### src/design/cpg_pkg.sv
// ----------------------------------------------------------------------------
// cpg_pkg
// Shared widths, command and register codes, reset values and the control
// record that travels between the scan and evaluation stages.
// ----------------------------------------------------------------------------
package cpg_pkg;

	localparam int RADIUS_W   = 10;
	localparam int SCAN_W     = RADIUS_W + 1;
	localparam int DIST_W     = SCAN_W + 1;
	localparam int SQ_W       = 2 * RADIUS_W;
	localparam int DSUM_W     = SQ_W + 1;
	localparam int ADDR_W     = 30;
	localparam int PITCH_W    = 15;
	localparam int SCREEN_W   = 11;
	localparam int COLOR_W    = 32;
	localparam int ROW_W      = SCREEN_W + PITCH_W;
	localparam int CFG_IDX_W  = 2;
	localparam int CFG_DATA_W = 30;

	// Width of the ring drawn when the fill flag is clear.
	localparam int RING_W = 2;

	localparam logic [ADDR_W-1:0]   FRAME_BASE_RST    = 30'd0;
	localparam logic [PITCH_W-1:0]  LINE_PITCH_RST    = 15'd3200;
	localparam logic [SCREEN_W-1:0] SCREEN_WIDTH_RST  = 11'd800;
	localparam logic [SCREEN_W-1:0] SCREEN_HEIGHT_RST = 11'd600;

	typedef enum logic {
		CMD_START = 1'b0,
		CMD_STEP  = 1'b1
	} cmd_t;

	typedef enum logic [CFG_IDX_W-1:0] {
		REG_FRAME_BASE    = 2'd0,
		REG_LINE_PITCH    = 2'd1,
		REG_SCREEN_WIDTH  = 2'd2,
		REG_SCREEN_HEIGHT = 2'd3
	} cfg_reg_t;

	typedef struct packed {
		logic active;
		logic done;
	} cpg_ctl_t;

endpackage

### src/design/cpg_if.sv
// ----------------------------------------------------------------------------
// cpg_if
// Valid/ready channels for circle commands and for pixel write results.
// ----------------------------------------------------------------------------
interface cpg_cmd_if #(
	parameter int COORD_BITS = 12
);
	import cpg_pkg::*;

	logic                         valid;
	logic                         ready;
	logic                         command;
	logic signed [COORD_BITS-1:0] center_x;
	logic signed [COORD_BITS-1:0] center_y;
	logic [RADIUS_W-1:0]          radius;
	logic [COLOR_W-1:0]           color;
	logic                         fill;

	modport source (output valid, command, center_x, center_y, radius, color, fill,
		input ready);
	modport sink (input valid, command, center_x, center_y, radius, color, fill,
		output ready);
endinterface

interface cpg_pix_if;
	import cpg_pkg::*;

	logic                valid;
	logic                ready;
	logic                write_enable;
	logic [ADDR_W-1:0]   pixel_address;
	logic [COLOR_W-1:0]  pixel_color;
	logic                done_res;

	modport source (output valid, write_enable, pixel_address, pixel_color, done_res,
		input ready);
	modport sink (input valid, write_enable, pixel_address, pixel_color, done_res,
		output ready);
endinterface

### src/design/cpg_scan.sv
// ----------------------------------------------------------------------------
// cpg_scan
// Holds the circle operands and the bounding-box scan position, and registers
// the offsets of the current position into the first pipeline stage.
// ----------------------------------------------------------------------------
module cpg_scan #(
	parameter int COORD_BITS = 12,
	parameter int PIXEL_BITS = 32,
	parameter int PW = ((COORD_BITS > cpg_pkg::SCAN_W) ? COORD_BITS : cpg_pkg::SCAN_W) + 1
) (
	input  logic                              clk,
	input  logic                              arst_n,
	input  logic                              take,
	input  logic                              load_s1,
	input  logic                              command,
	input  logic signed [COORD_BITS-1:0]      center_x,
	input  logic signed [COORD_BITS-1:0]      center_y,
	input  logic [cpg_pkg::RADIUS_W-1:0]      radius,
	input  logic [cpg_pkg::COLOR_W-1:0]       color,
	input  logic                              fill,
	output logic                              valid_s1,
	output cpg_pkg::cpg_ctl_t                 ctl_s1,
	output logic signed [cpg_pkg::DIST_W-1:0] dx_s1,
	output logic signed [cpg_pkg::DIST_W-1:0] dy_s1,
	output logic signed [PW-1:0]              px_s1,
	output logic signed [PW-1:0]              py_s1,
	output logic [cpg_pkg::RADIUS_W-1:0]      radius_s1,
	output logic                              fill_s1,
	output logic [PIXEL_BITS-1:0]             color_s1
);
	import cpg_pkg::*;

	logic [SCAN_W-1:0]            scan_x_q;
	logic [SCAN_W-1:0]            scan_y_q;
	logic signed [COORD_BITS-1:0] held_cx_q;
	logic signed [COORD_BITS-1:0] held_cy_q;
	logic [RADIUS_W-1:0]          held_r_q;
	logic [PIXEL_BITS-1:0]        held_color_q;
	logic                         held_fill_q;
	logic                         busy_q;

	logic [SCAN_W-1:0]      last;
	logic signed [DIST_W-1:0] dx;
	logic signed [DIST_W-1:0] dy;
	logic signed [PW-1:0]   px;
	logic signed [PW-1:0]   py;
	logic                   end_x;
	logic                   end_xy;
	logic                   is_start;

	always_comb begin
		last     = {held_r_q, 1'b0};
		dx       = $signed({1'b0, scan_x_q}) - $signed({2'b00, held_r_q});
		dy       = $signed({1'b0, scan_y_q}) - $signed({2'b00, held_r_q});
		px       = PW'(held_cx_q) + PW'(dx);
		py       = PW'(held_cy_q) + PW'(dy);
		end_x    = scan_x_q >= last;
		end_xy   = end_x && (scan_y_q >= last);
		is_start = command == CMD_START;
	end

	always_ff @(posedge clk or negedge arst_n) begin
		if (!arst_n) begin
			scan_x_q     <= '0;
			scan_y_q     <= '0;
			held_cx_q    <= '0;
			held_cy_q    <= '0;
			held_r_q     <= '0;
			held_color_q <= '0;
			held_fill_q  <= 1'b0;
			busy_q       <= 1'b0;
		end else if (take) begin
			if (is_start) begin
				held_cx_q    <= center_x;
				held_cy_q    <= center_y;
				held_r_q     <= radius;
				held_color_q <= color[PIXEL_BITS-1:0];
				held_fill_q  <= fill;
				scan_x_q     <= '0;
				scan_y_q     <= '0;
				busy_q       <= 1'b1;
			end else if (busy_q) begin
				if (end_x) begin
					scan_x_q <= '0;
					if (end_xy) begin
						scan_y_q <= '0;
						busy_q   <= 1'b0;
					end else begin
						scan_y_q <= scan_y_q + 1'b1;
					end
				end else begin
					scan_x_q <= scan_x_q + 1'b1;
				end
			end
		end
	end

	always_ff @(posedge clk or negedge arst_n) begin
		if (!arst_n) begin
			valid_s1 <= 1'b0;
		end else if (load_s1) begin
			valid_s1 <= take;
		end
	end

	always_ff @(posedge clk) begin
		if (load_s1 && take) begin
			ctl_s1.active <= !is_start && busy_q;
			ctl_s1.done   <= !is_start && (!busy_q || end_xy);
			dx_s1         <= dx;
			dy_s1         <= dy;
			px_s1         <= px;
			py_s1         <= py;
			radius_s1     <= held_r_q;
			fill_s1       <= held_fill_q;
			color_s1      <= held_color_q;
		end
	end

	a_start_arms: assert property (@(posedge clk) disable iff (!arst_n)
		take && is_start |=> busy_q && scan_x_q == '0 && scan_y_q == '0)
		else $error("start did not arm the scan at the top left corner");

	a_scan_in_box: assert property (@(posedge clk) disable iff (!arst_n)
		busy_q |-> scan_x_q <= last && scan_y_q <= last)
		else $error("scan position left the bounding box");

endmodule

### src/design/cpg_eval.sv
// ----------------------------------------------------------------------------
// cpg_eval
// Squares, row offset and visibility in the second stage; distance test,
// address sum and the result register in the third stage.
// ----------------------------------------------------------------------------
module cpg_eval #(
	parameter int COORD_BITS = 12,
	parameter int PIXEL_BITS = 32,
	parameter int PW = ((COORD_BITS > cpg_pkg::SCAN_W) ? COORD_BITS : cpg_pkg::SCAN_W) + 1
) (
	input  logic                              clk,
	input  logic                              arst_n,
	input  logic [cpg_pkg::ADDR_W-1:0]        frame_base,
	input  logic [cpg_pkg::PITCH_W-1:0]       line_pitch,
	input  logic [cpg_pkg::SCREEN_W-1:0]      screen_width,
	input  logic [cpg_pkg::SCREEN_W-1:0]      screen_height,
	input  logic                              valid_s1,
	input  cpg_pkg::cpg_ctl_t                 ctl_s1,
	input  logic signed [cpg_pkg::DIST_W-1:0] dx_s1,
	input  logic signed [cpg_pkg::DIST_W-1:0] dy_s1,
	input  logic signed [PW-1:0]              px_s1,
	input  logic signed [PW-1:0]              py_s1,
	input  logic [cpg_pkg::RADIUS_W-1:0]      radius_s1,
	input  logic                              fill_s1,
	input  logic [PIXEL_BITS-1:0]             color_s1,
	output logic                              ready_s1,
	output logic                              out_valid,
	input  logic                              out_ready,
	output logic                              write_enable,
	output logic [cpg_pkg::ADDR_W-1:0]        pixel_address,
	output logic [cpg_pkg::COLOR_W-1:0]       pixel_color,
	output logic                              done_res
);
	import cpg_pkg::*;

	localparam int PIXEL_BYTES = PIXEL_BITS / 8;
	localparam int PXB_W       = SCREEN_W + 3;

	logic ready_s2;
	logic ready_s3;

	// Second stage.
	logic                    valid_s2;
	cpg_ctl_t                ctl_s2;
	logic [SQ_W-1:0]         sqx_s2;
	logic [SQ_W-1:0]         sqy_s2;
	logic [SQ_W-1:0]         rsq_s2;
	logic [SQ_W-1:0]         inner_s2;
	logic [ROW_W-1:0]        row_s2;
	logic [SCREEN_W-1:0]     pxb_s2;
	logic                    vis_s2;
	logic                    fill_s2;
	logic [PIXEL_BITS-1:0]   color_s2;

	logic signed [2*DIST_W-1:0]       sqx_full;
	logic signed [2*DIST_W-1:0]       sqy_full;
	logic signed [RADIUS_W:0]         rm2;
	logic signed [2*RADIUS_W+1:0]     inner_full;
	logic [SQ_W-1:0]                  rsq;
	logic [ROW_W-1:0]                 row;
	logic                             vis;

	// Third stage.
	logic                  valid_s3;
	logic                  we_s3;
	logic [ADDR_W-1:0]     addr_s3;
	logic [COLOR_W-1:0]    color_s3;
	logic                  done_s3;

	logic [DSUM_W-1:0]     d2;
	logic                  hit;
	logic                  we;
	logic [PXB_W-1:0]      px_bytes;
	logic [ADDR_W-1:0]     addr;

	assign ready_s3 = !valid_s3 || out_ready;
	assign ready_s2 = !valid_s2 || ready_s3;
	assign ready_s1 = !valid_s1 || ready_s2;

	always_comb begin
		sqx_full   = dx_s1 * dx_s1;
		sqy_full   = dy_s1 * dy_s1;
		rsq        = radius_s1 * radius_s1;
		rm2        = $signed({1'b0, radius_s1}) - $signed((RADIUS_W + 1)'(RING_W));
		inner_full = rm2 * rm2;
		row        = ROW_W'(py_s1[SCREEN_W-1:0]) * ROW_W'(line_pitch);
		vis        = !px_s1[PW-1] && !py_s1[PW-1]
			&& (px_s1 < $signed(PW'(screen_width)))
			&& (py_s1 < $signed(PW'(screen_height)));
	end

	always_ff @(posedge clk or negedge arst_n) begin
		if (!arst_n) begin
			valid_s2 <= 1'b0;
		end else if (ready_s2) begin
			valid_s2 <= valid_s1;
		end
	end

	always_ff @(posedge clk) begin
		if (ready_s2 && valid_s1) begin
			ctl_s2   <= ctl_s1;
			sqx_s2   <= sqx_full[SQ_W-1:0];
			sqy_s2   <= sqy_full[SQ_W-1:0];
			rsq_s2   <= rsq;
			inner_s2 <= inner_full[SQ_W-1:0];
			row_s2   <= row;
			pxb_s2   <= px_s1[SCREEN_W-1:0];
			vis_s2   <= vis;
			fill_s2  <= fill_s1;
			color_s2 <= color_s1;
		end
	end

	always_comb begin
		d2       = DSUM_W'(sqx_s2) + DSUM_W'(sqy_s2);
		hit      = (d2 <= DSUM_W'(rsq_s2)) && (fill_s2 || d2 >= DSUM_W'(inner_s2));
		we       = ctl_s2.active && hit && vis_s2;
		px_bytes = PXB_W'(pxb_s2) * PXB_W'(PIXEL_BYTES);
		addr     = frame_base + ADDR_W'(row_s2) + ADDR_W'(px_bytes);
	end

	always_ff @(posedge clk or negedge arst_n) begin
		if (!arst_n) begin
			valid_s3 <= 1'b0;
		end else if (ready_s3) begin
			valid_s3 <= valid_s2;
		end
	end

	always_ff @(posedge clk) begin
		if (ready_s3 && valid_s2) begin
			we_s3    <= we;
			addr_s3  <= we ? addr : '0;
			color_s3 <= we ? COLOR_W'(color_s2) : '0;
			done_s3  <= ctl_s2.done;
		end
	end

	assign out_valid     = valid_s3;
	assign write_enable  = we_s3;
	assign pixel_address = addr_s3;
	assign pixel_color   = color_s3;
	assign done_res      = done_s3;

endmodule

### src/design/circle_pixel_generator_core.sv
// ----------------------------------------------------------------------------
// circle_pixel_generator_core
// Path: an accepted command beat passes the scan, second and result registers.
// Throughput: one beat per cycle unless the pixel side stalls; one result per command.
// Reset: clears the scan and the pipeline, leaves the block idle, and sets the
// registers to base 0, pitch 3200, width 800 and height 600.
// ----------------------------------------------------------------------------
// Rasterizes one circle as a sequence of frame buffer pixel writes. A start
// command loads the center, radius, color and fill flag; each step command
// examines the next position of the square bounding box in row-major order.
//
// The datapath is three register stages. The scan stage updates the held
// operands and the scan position on every accepted beat and registers the
// offsets dx and dy of the position from the center, together with its screen
// coordinates. The second stage forms dx squared, dy squared, the outer and
// inner radius squares and the row offset y times the line pitch, each product
// in its own multiplier. The third stage compares the squared distance with
// both bounds, adds up the byte address and fills the result register.
//
// Each stage has its own valid bit and takes a new beat whenever it is empty
// or the stage behind it moves, so bubbles collapse and a waiting result
// does not hold back commands while earlier stages have room.
//
// Configuration registers are plain flops written through the cfg port; they
// are expected to change only while no command is in flight.
// ----------------------------------------------------------------------------
module circle_pixel_generator_core #(
	parameter int COORD_BITS = 12,
	parameter int PIXEL_BITS = 32
) (
	input  logic                              clk,
	input  logic                              arst_n,
	input  logic                              cfg_we,
	input  logic [cpg_pkg::CFG_IDX_W-1:0]     cfg_index,
	input  logic [cpg_pkg::CFG_DATA_W-1:0]    cfg_data,
	cpg_cmd_if.sink                           cmd,
	cpg_pix_if.source                         pix
);
	import cpg_pkg::*;

	localparam int PW = ((COORD_BITS > SCAN_W) ? COORD_BITS : SCAN_W) + 1;

	// Configuration registers.
	logic [ADDR_W-1:0]   frame_base_q;
	logic [PITCH_W-1:0]  line_pitch_q;
	logic [SCREEN_W-1:0] screen_width_q;
	logic [SCREEN_W-1:0] screen_height_q;

	always_ff @(posedge clk or negedge arst_n) begin
		if (!arst_n) begin
			frame_base_q    <= FRAME_BASE_RST;
			line_pitch_q    <= LINE_PITCH_RST;
			screen_width_q  <= SCREEN_WIDTH_RST;
			screen_height_q <= SCREEN_HEIGHT_RST;
		end else if (cfg_we) begin
			unique case (cfg_reg_t'(cfg_index))
				REG_FRAME_BASE:    frame_base_q    <= cfg_data[ADDR_W-1:0];
				REG_LINE_PITCH:    line_pitch_q    <= cfg_data[PITCH_W-1:0];
				REG_SCREEN_WIDTH:  screen_width_q  <= cfg_data[SCREEN_W-1:0];
				REG_SCREEN_HEIGHT: screen_height_q <= cfg_data[SCREEN_W-1:0];
			endcase
		end
	end

	// A beat enters when the first stage has room.
	logic                       take;
	logic                       ready_s1;
	logic                       valid_s1;
	cpg_ctl_t                   ctl_s1;
	logic signed [DIST_W-1:0]   dx_s1;
	logic signed [DIST_W-1:0]   dy_s1;
	logic signed [PW-1:0]       px_s1;
	logic signed [PW-1:0]       py_s1;
	logic [RADIUS_W-1:0]        radius_s1;
	logic                       fill_s1;
	logic [PIXEL_BITS-1:0]      color_s1;

	assign cmd.ready = ready_s1;
	assign take      = cmd.valid && ready_s1;

	cpg_scan #(
		.COORD_BITS (COORD_BITS),
		.PIXEL_BITS (PIXEL_BITS),
		.PW         (PW)
	) u_scan (
		.clk       (clk),
		.arst_n    (arst_n),
		.take      (take),
		.load_s1   (ready_s1),
		.command   (cmd.command),
		.center_x  (cmd.center_x),
		.center_y  (cmd.center_y),
		.radius    (cmd.radius),
		.color     (cmd.color),
		.fill      (cmd.fill),
		.valid_s1  (valid_s1),
		.ctl_s1    (ctl_s1),
		.dx_s1     (dx_s1),
		.dy_s1     (dy_s1),
		.px_s1     (px_s1),
		.py_s1     (py_s1),
		.radius_s1 (radius_s1),
		.fill_s1   (fill_s1),
		.color_s1  (color_s1)
	);

	// The distance test, address arithmetic and result register.
	cpg_eval #(
		.COORD_BITS (COORD_BITS),
		.PIXEL_BITS (PIXEL_BITS),
		.PW         (PW)
	) u_eval (
		.clk           (clk),
		.arst_n        (arst_n),
		.frame_base    (frame_base_q),
		.line_pitch    (line_pitch_q),
		.screen_width  (screen_width_q),
		.screen_height (screen_height_q),
		.valid_s1      (valid_s1),
		.ctl_s1        (ctl_s1),
		.dx_s1         (dx_s1),
		.dy_s1         (dy_s1),
		.px_s1         (px_s1),
		.py_s1         (py_s1),
		.radius_s1     (radius_s1),
		.fill_s1       (fill_s1),
		.color_s1      (color_s1),
		.ready_s1      (ready_s1),
		.out_valid     (pix.valid),
		.out_ready     (pix.ready),
		.write_enable  (pix.write_enable),
		.pixel_address (pix.pixel_address),
		.pixel_color   (pix.pixel_color),
		.done_res      (pix.done_res)
	);

	// With the result register empty, every stage in front of it has room.
	a_ready_when_drained: assert property (@(posedge clk) disable iff (!arst_n)
		!pix.valid |-> cmd.ready)
		else $error("command side stalled with an empty result register");

	// A beat that writes nothing carries a zero address and a zero color.
	a_quiet_no_write: assert property (@(posedge clk) disable iff (!arst_n)
		pix.valid && !pix.write_enable |-> pix.pixel_address == '0 && pix.pixel_color == '0)
		else $error("non-writing result carries address or color");

endmodule
### src/flat_wrapper.sv
// flat-port wrapper written by rule: the top's interface ports become plain ports
module circle_pixel_generator_core_flat import cpg_pkg::*;
#(
	parameter int COORD_BITS = 12,
	parameter int PIXEL_BITS = 32
)
  (clk, arst_n, cfg_we, cfg_index, cfg_data, cmd_valid, cmd_command, cmd_center_x, cmd_center_y, cmd_radius, cmd_color, cmd_fill, cmd_ready, pix_valid, pix_write_enable, pix_pixel_address, pix_pixel_color, pix_done_res, pix_ready);
  cpg_cmd_if #(.COORD_BITS(COORD_BITS)) cmd_i ();
  cpg_pix_if pix_i ();
  input  logic clk;
  input  logic arst_n;
  input  logic cfg_we;
  input  logic [cpg_pkg::CFG_IDX_W-1:0] cfg_index;
  input  logic [cpg_pkg::CFG_DATA_W-1:0] cfg_data;
  input wire logic [$bits(cmd_i.valid)-1:0] cmd_valid;
  input wire logic [$bits(cmd_i.command)-1:0] cmd_command;
  input wire logic [$bits(cmd_i.center_x)-1:0] cmd_center_x;
  input wire logic [$bits(cmd_i.center_y)-1:0] cmd_center_y;
  input wire logic [$bits(cmd_i.radius)-1:0] cmd_radius;
  input wire logic [$bits(cmd_i.color)-1:0] cmd_color;
  input wire logic [$bits(cmd_i.fill)-1:0] cmd_fill;
  output wire logic [$bits(cmd_i.ready)-1:0] cmd_ready;
  output wire logic [$bits(pix_i.valid)-1:0] pix_valid;
  output wire logic [$bits(pix_i.write_enable)-1:0] pix_write_enable;
  output wire logic [$bits(pix_i.pixel_address)-1:0] pix_pixel_address;
  output wire logic [$bits(pix_i.pixel_color)-1:0] pix_pixel_color;
  output wire logic [$bits(pix_i.done_res)-1:0] pix_done_res;
  input wire logic [$bits(pix_i.ready)-1:0] pix_ready;
  assign cmd_i.valid = cmd_valid;
  assign cmd_i.command = cmd_command;
  assign cmd_i.center_x = cmd_center_x;
  assign cmd_i.center_y = cmd_center_y;
  assign cmd_i.radius = cmd_radius;
  assign cmd_i.color = cmd_color;
  assign cmd_i.fill = cmd_fill;
  assign cmd_ready = cmd_i.ready;
  assign pix_valid = pix_i.valid;
  assign pix_write_enable = pix_i.write_enable;
  assign pix_pixel_address = pix_i.pixel_address;
  assign pix_pixel_color = pix_i.pixel_color;
  assign pix_done_res = pix_i.done_res;
  assign pix_i.ready = pix_ready;
  circle_pixel_generator_core #(.COORD_BITS(COORD_BITS), .PIXEL_BITS(PIXEL_BITS)) u_core (.clk(clk), .arst_n(arst_n), .cfg_we(cfg_we), .cfg_index(cfg_index), .cfg_data(cfg_data), .cmd(cmd_i), .pix(pix_i));
endmodule
### config.mk
export PLATFORM = sky130hd
export DESIGN_NAME = circle_pixel_generator_core_flat
export DESIGN_NICKNAME = d
export VERILOG_FILES = /design/src/design/cpg_pkg.sv /design/src/design/cpg_if.sv /design/src/design/cpg_scan.sv /design/src/design/cpg_eval.sv /design/src/design/circle_pixel_generator_core.sv /design/src/flat_wrapper.sv
export SDC_FILE = /design/constraint.sdc
export NUM_CORES = 2
export LEC_CHECK = 0
export BUFFER_PORTS_ARGS = -buffer_cell sky130_fd_sc_hd__buf_2
export CAP_MARGIN = 40
export CELL_PAD_IN_SITES_DETAIL_PLACEMENT = 0
export CELL_PAD_IN_SITES_GLOBAL_PLACEMENT = 1
export CORE_ASPECT_RATIO = 1.4
export CORE_MARGIN = 1
export CORE_UTILIZATION = 26
export DETAILED_ROUTE_END_ITERATION = 10
export PLACE_DENSITY_LB_ADDON = 0.1
export SLEW_MARGIN = 20
export SYNTH_ARGS = -nofsm -noshare
export SYNTH_HDL_FRONTEND = slang
export SYNTH_SLANG_ARGS = --single-unit
### constraint.sdc
create_clock -name clk -period 16.4 [get_ports clk]
set_input_delay 3.28 -clock clk [delete_from_list [all_inputs] [get_ports clk]]
set_output_delay 3.28 -clock clk [all_outputs]
set_load 0.05 [all_outputs]
# After elaboration in Yosys (flattened, before gate mapping)
# Cells that the tools add are included.
# W data, S select, Z words.
# word_totals
ff_bits	472
output_inout_bits	66
elab_cells	109
# op_classes
add_sub_neg	10
mul	5
magnitude_cmp	6
n_eq_ne	5
mux	11
bitwise	1
n_reduce_logical	32
# op_table
op	count
$mux W11	7
$mul A12 B12 Y20	2
$add A30 B13 Y30	1
$add A30 B26 Y30	1
$add A12 B12 Y13	2
$lt A13 B12 Y1	2
$mul A11 B15 Y26	1
$sub A11 B10 Y12	2
$add A11 B1 Y11 const B	2
$ge A11 B11 Y1	2
$add A20 B20 Y21	1
$ge A21 B20 Y1	1
$le A21 B20 Y1	1
$mul A10 B10 Y20	1
$mul A11 B11 Y20	1
$logic_and A1 B1 Y1	13
$reduce_and A2 Y1	6
$sub A10 B2 Y11 const B	1
$logic_not A1 Y1	6
$logic_or A1 B1 Y1	5
$eq A2 B2 Y1 const B	2
$mux W1	4
$ne A2 B1 Y1 const B	2
$reduce_and A3 Y1	1
3 further kinds	3

# Longest topological paths before layout
# depth
depth_word	6
ltp_mapped	26
mapped_depth_nobuf	25

# By module
# Synthesis repeated with hierarchy kept, for this count alone.
# unflattened
cells_unflattened	3852
hier_area_um2	42075.4
# by_module_without_submodules
mod	n_inst	cells_each	area_per_inst_um2	seq_area_each_um2
cpg_eval	1	3021	30494.2	6416.2
cpg_scan	1	686	9019.9	5129.9
circle_pixel_generator_core	1	145	2561.2	1689.1

# Worst setup path before layout
# Ideal clock, no wire load.
# synth_path
path_type	input-to-reg
start	input port pix_ready
end	register u_core.u_scan.scan_x_q[4]
setup_ns	0.083
arrival_ns	7.299
t_required_ns	16.317
path_slack_ns	9.018
stages	8
path_buffers	0
path_cell_list	nor2b_1 nand3_1 nand2_1 inv_1 o21ai_0 or3_1 or3_1 o21ai_0
# synth_via
elab_chain_cells	5
# synth_rtl
element	line_no	source
from (decl)	flat_wrapper.sv:28	input wire logic [$bits(pix_i.ready)-1:0] pix_ready;
$logic_or A1 B1 Y1	cpg_eval.sv:76	assign ready_s3 = !valid_s3 || out_ready;
$logic_or A1 B1 Y1	cpg_eval.sv:77	assign ready_s2 = !valid_s2 || ready_s3;
$logic_or A1 B1 Y1	cpg_eval.sv:78	assign ready_s1 = !valid_s1 || ready_s2;
via cmd_ready	flat_wrapper.sv:22	output wire logic [$bits(cmd_i.ready)-1:0] cmd_ready;
$logic_and A1 B1 Y1	circle_pixel_generator_core.sv:79	assign take = cmd.valid && ready_s1;
via u_core.take	circle_pixel_generator_core.sv:66	logic take;
$reduce_and A2 Y1 (no line)	-	
to (signal assigned)	cpg_scan.sv:92	scan_x_q <= scan_x_q + 1'b1;
to (decl)	cpg_scan.sv:33	logic [SCAN_W-1:0] scan_x_q;
# The timed path passes the listed nets, and every way through them passes these cells.
# A chain may end at the register's enable or synchronous reset.

# Worst setup path after layout
# layout_path
start	register u_core.u_scan.radius_s1[1] in the netlist's numbering
end	register u_core.u_eval.inner_s2[19], data pin
# layout_via
elab_chain_cells	2
# layout_rtl
element	line_no	source
from (decl)	cpg_scan.sv:27	output logic [cpg_pkg::RADIUS_W-1:0] radius_s1,
from (signal assigned)	cpg_scan.sv:114	radius_s1 <= held_r_q;
$sub A10 B2 Y11	cpg_eval.sv:84	rm2 = $signed({1'b0, radius_s1}) - $signed((RADIUS_W + 1)'(RING_W));
$mul A11 B11 Y20	cpg_eval.sv:85	inner_full = rm2 * rm2;
via u_core.u_eval.inner_full[19]	cpg_eval.sv:58	logic signed [2*RADIUS_W+1:0] inner_full;
to (signal assigned)	cpg_eval.sv:106	inner_s2 <= inner_full[SQ_W-1:0];
to (decl)	cpg_eval.sv:48	logic [SQ_W-1:0] inner_s2;
# The timed path passes the listed nets, and every way through them passes these cells.

==> results.json <==
{
  "status": "complete, no violations",
  "synth_top_area_cell": "fa_1",
  "clock_latency_ns": 0.68,
  "fin_nets": 4973,
  "cts_tree": "yes",
  "setup_viol": 0,
  "dieArea_sq_um": 161000,
  "io_buffers": 170,
  "slew_headroom": 0.427,
  "r2r-end": "u_core.u_eval.inner_s2[19]",
  "cts_resized": 0,
  "min_period_over_period": 0.487,
  "cts_buffer_depth": 3,
  "synth_edf_count": 307,
  "max_freq_ghz": 0.125,
  "slowest_delay_ns": 0.69,
  "cts_buffers": 59,
  "ant_nets": 0,
  "dr.pass1.iters": 4,
  "viasPerCell": 4.27,
  "die_y_um": 474,
  "max-cap-violations": 0,
  "grt_max_degree": 70,
  "root_buffer": "clkbuf_16",
  "mostFrequentLayoutCell": "inv_1",
  "drtIter0Drc": 1010,
  "rsz0062_at_grt": "no",
  "skew_ns": 0.0372,
  "synthFlopType": "edfxtp_1",
  "rows": 173,
  "required_ns": 16.81,
  "postSynthAreaPerCell_sq_um": 10.9,
  "drive_gt1_frac": 0.120,
  "final_cell_mix": "inv_1 (687), fa_1 (471), ha_1 (434), edfxtp_1 (307), nand2_1 (268)",
  "wl_per_cell_um": 19.6,
  "cts.htree.levels": 2,
  "worst-path-max-fanout": 17,
  "grt_usage": 0.152,
  "clkTransAtPathRegs_ns": 0.06,
  "grt_overflow": 0,
  "finalSetupTns_ns": 0,
  "grt_pass1_vias": 28800,
  "num_vias": 26100,
  "syn-cell-area_sq_um": 41400,
  "cp.arrival_ns": 8.39,
  "hold_class": "reg -> reg",
  "finalMaxSlewViolations": 0,
  "synth_cell_types": 65,
  "grt_first_pass_wirelength_um": 182000,
  "clock-sinks": 467,
  "start_util": 0.262,
  "core_sq_um": 158000,
  "cp-start-kind": "register",
  "gp_congestion": 0.798,
  "slowest_stage": "edfxtp_1",
  "yosysTopAreaCellShare": 0.228,
  "die_w_um": 339,
  "drc_errors": 0,
  "postCtsSetupBuffers": 0,
  "crit_path_end": "u_core.u_eval.inner_s2[19]",
  "hold_viol_final": 0,
  "ys_seq_area_frac": 0.319,
  "tightest_slew_ns": 0.859,
  "ctsHoldBuffers": 0,
  "worstSetupPathType": "reg -> reg",
  "synth_cells": 3785,
  "yosys_warnings": 0,
  "synthTopCellsByArea": "fa_1 (23%), edfxtp_1 (22%), ha_1 (13%)",
  "startpoint": "u_core.u_scan.radius_s1[1]",
  "async_flop_share": 0.343,
  "dp_hpwl_um": 96400,
  "r2r-start": "u_core.u_scan.radius_s1[1]",
  "crit_family": "adder cells",
  "regToRegSetupSlack_ns": 8.42,
  "end_kind": "register",
  "routed_wirelength_um": 120000,
  "finalCriticalPeriod_ns": 7.98,
  "reg2regPathDepth": 25,
  "path_buf_inv": 5,
  "synthToLayoutAreaGrowth_pct": 13.4,
  "cp.depth": 25,
  "synth_seq_cells": 467,
  "antenna_found_initial": 16,
  "ioPinCount": 171
}
-- metrics by stage --
| stage | worst slack [ns] | instances | instance area, sq um | hold slack (ns) | util |
|---|---|---|---|---|---|
| 5_1_grt | 7.79 | 6115 | 47000 | 0.411 | 0.297 |
| 3_3_place_gp | 8.54 | 5987 | 44700 | 0.401 | 0.282 |
| 4_1_cts | 8.38 | 6110 | 46900 | 0.407 | 0.296 |
| 3_5_place_dp | 8.43 | 5998 | 44900 | 0.405 | 0.283 |
| 2_1_floorplan | 9.02 | 3786 | 41400 | 0.400 | - |
| 6_report | 8.42 | 6117 | 47000 | 0.412 | 0.297 |
-- metal layers --
| metal | vias to the layer above | routed length, um | global-route usage |
|---|---|---|---|
| li1 | 12700 | - | - |
| met1 | 13100 | 48300 | 0.176 |
| met2 | 225 | 65900 | 0.293 |
| met3 | 115 | 2380 | 0.0144 |
| met4 | 4 | 2930 | 0.0390 |
| met5 | - | 23 | 0 |
-- worst register-to-register path, cell delays in order, from the launching register on --
cell and delay (ns):
edfxtp_1 0.69, clkinv_1 0.36, ha_1 0.30, nand4_1 0.18
or3_1 0.36, xnor2_1 0.55, inv_1 0.30, nor2_1 0.34
xor2_1 0.19, ha_1 0.16, a21oi_1 0.05, fa_1 0.53
inv_1 0.06, fa_1 0.45, fa_1 0.53, inv_1 0.06
fa_1 0.53, inv_1 0.04, ha_1 0.35, and2_1 0.20
a31oi_1 0.13, o21ai_0 0.15, o41ai_1 0.68, o2111ai_1 0.22
a21oi_1 0.21, xnor2_1 0.10
-- final cells by class --
class | count | area, sq um
Fill cell | 16700 | 111000
Clock buffer | 71 | 1590
Inverter | 690 | 2590
Timing Repair Buffer | 205 | 1240
Clock inverter | 41 | 448
Antenna cell | 3 | 7.51
Multi-Input combinational cell | 2540 | 25300
Sequential cell | 467 | 13200
Tap cell | 2100 | 2630
-- synth_stat cells, types with 20 or more instances --
cell type and n:
clkbuf_1 79, fa_1 471, xor2_1 47, a21o_1 41, nor2b_1 38, xnor2_1 166, nor3_1 41, ha_1 434
mux2_2 137, o21ai_0 92, o21a_1 22, a21oi_1 126, edfxtp_1 307, nand2_1 269, nand2b_1 34, nor2_1 145
and2_1 221, dfrtp_1 150, and3_1 20, inv_1 688, nand3_1 50
-- worst min path at each step --
stage,end,from,cells past startpoint
after floorplan,u_core.u_eval.color_s2[0],u_core.u_scan.color_s1[0],0
after global placement,u_core.u_eval.color_s2[24],u_core.u_scan.color_s1[24],0
after detailed placement,u_core.u_eval.color_s2[24],u_core.u_scan.color_s1[24],0
after CTS,u_core.u_eval.color_s2[29],u_core.u_scan.color_s1[29],0
after global routing,u_core.u_eval.color_s2[29],u_core.u_scan.color_s1[29],0
final,u_core.u_eval.color_s2[29],u_core.u_scan.color_s1[29],0
-- cell families (layout without fill, tap and decap cells) --
logic type / Yosys count / count (layout) / synth area share
xor gates and xnor gates: 213 / 213 / 0.0450
DFF: 467 / 467 / 0.319
buffers and inverters: 779 / 1007 / 0.0716
muxes: 137 / 137 / 0.0372
and+or+nand+nor: 876 / 876 / 0.106
other: 2 / 6 / 0.000181
AOI/OAI and AO/OA: 406 / 406 / 0.0623
adders and majority gates: 905 / 905 / 0.359
-- sequential cells by signal (all words and copies together) (netlist names), 13 cells and up --
name	flops
u_core.u_eval.row_s2	26
u_core.u_eval.sqy_s2	19
u_core.u_scan.py_s1	13
u_core.u_eval.color_s2	32
u_core.frame_base_q	30
u_core.u_eval.sqx_s2	19
u_core.u_scan.px_s1	13
u_core.u_scan.held_color_q	32
u_core.u_scan.color_s1	32
u_core.u_eval.pixel_color	32
u_core.u_eval.inner_s2	18
u_core.u_eval.rsq_s2	19
u_core.line_pitch_q	15
u_core.u_eval.pixel_address	30
Power is not shown: default switching activity piles up to over one toggle a cycle in this logic, so the estimate is an artifact.
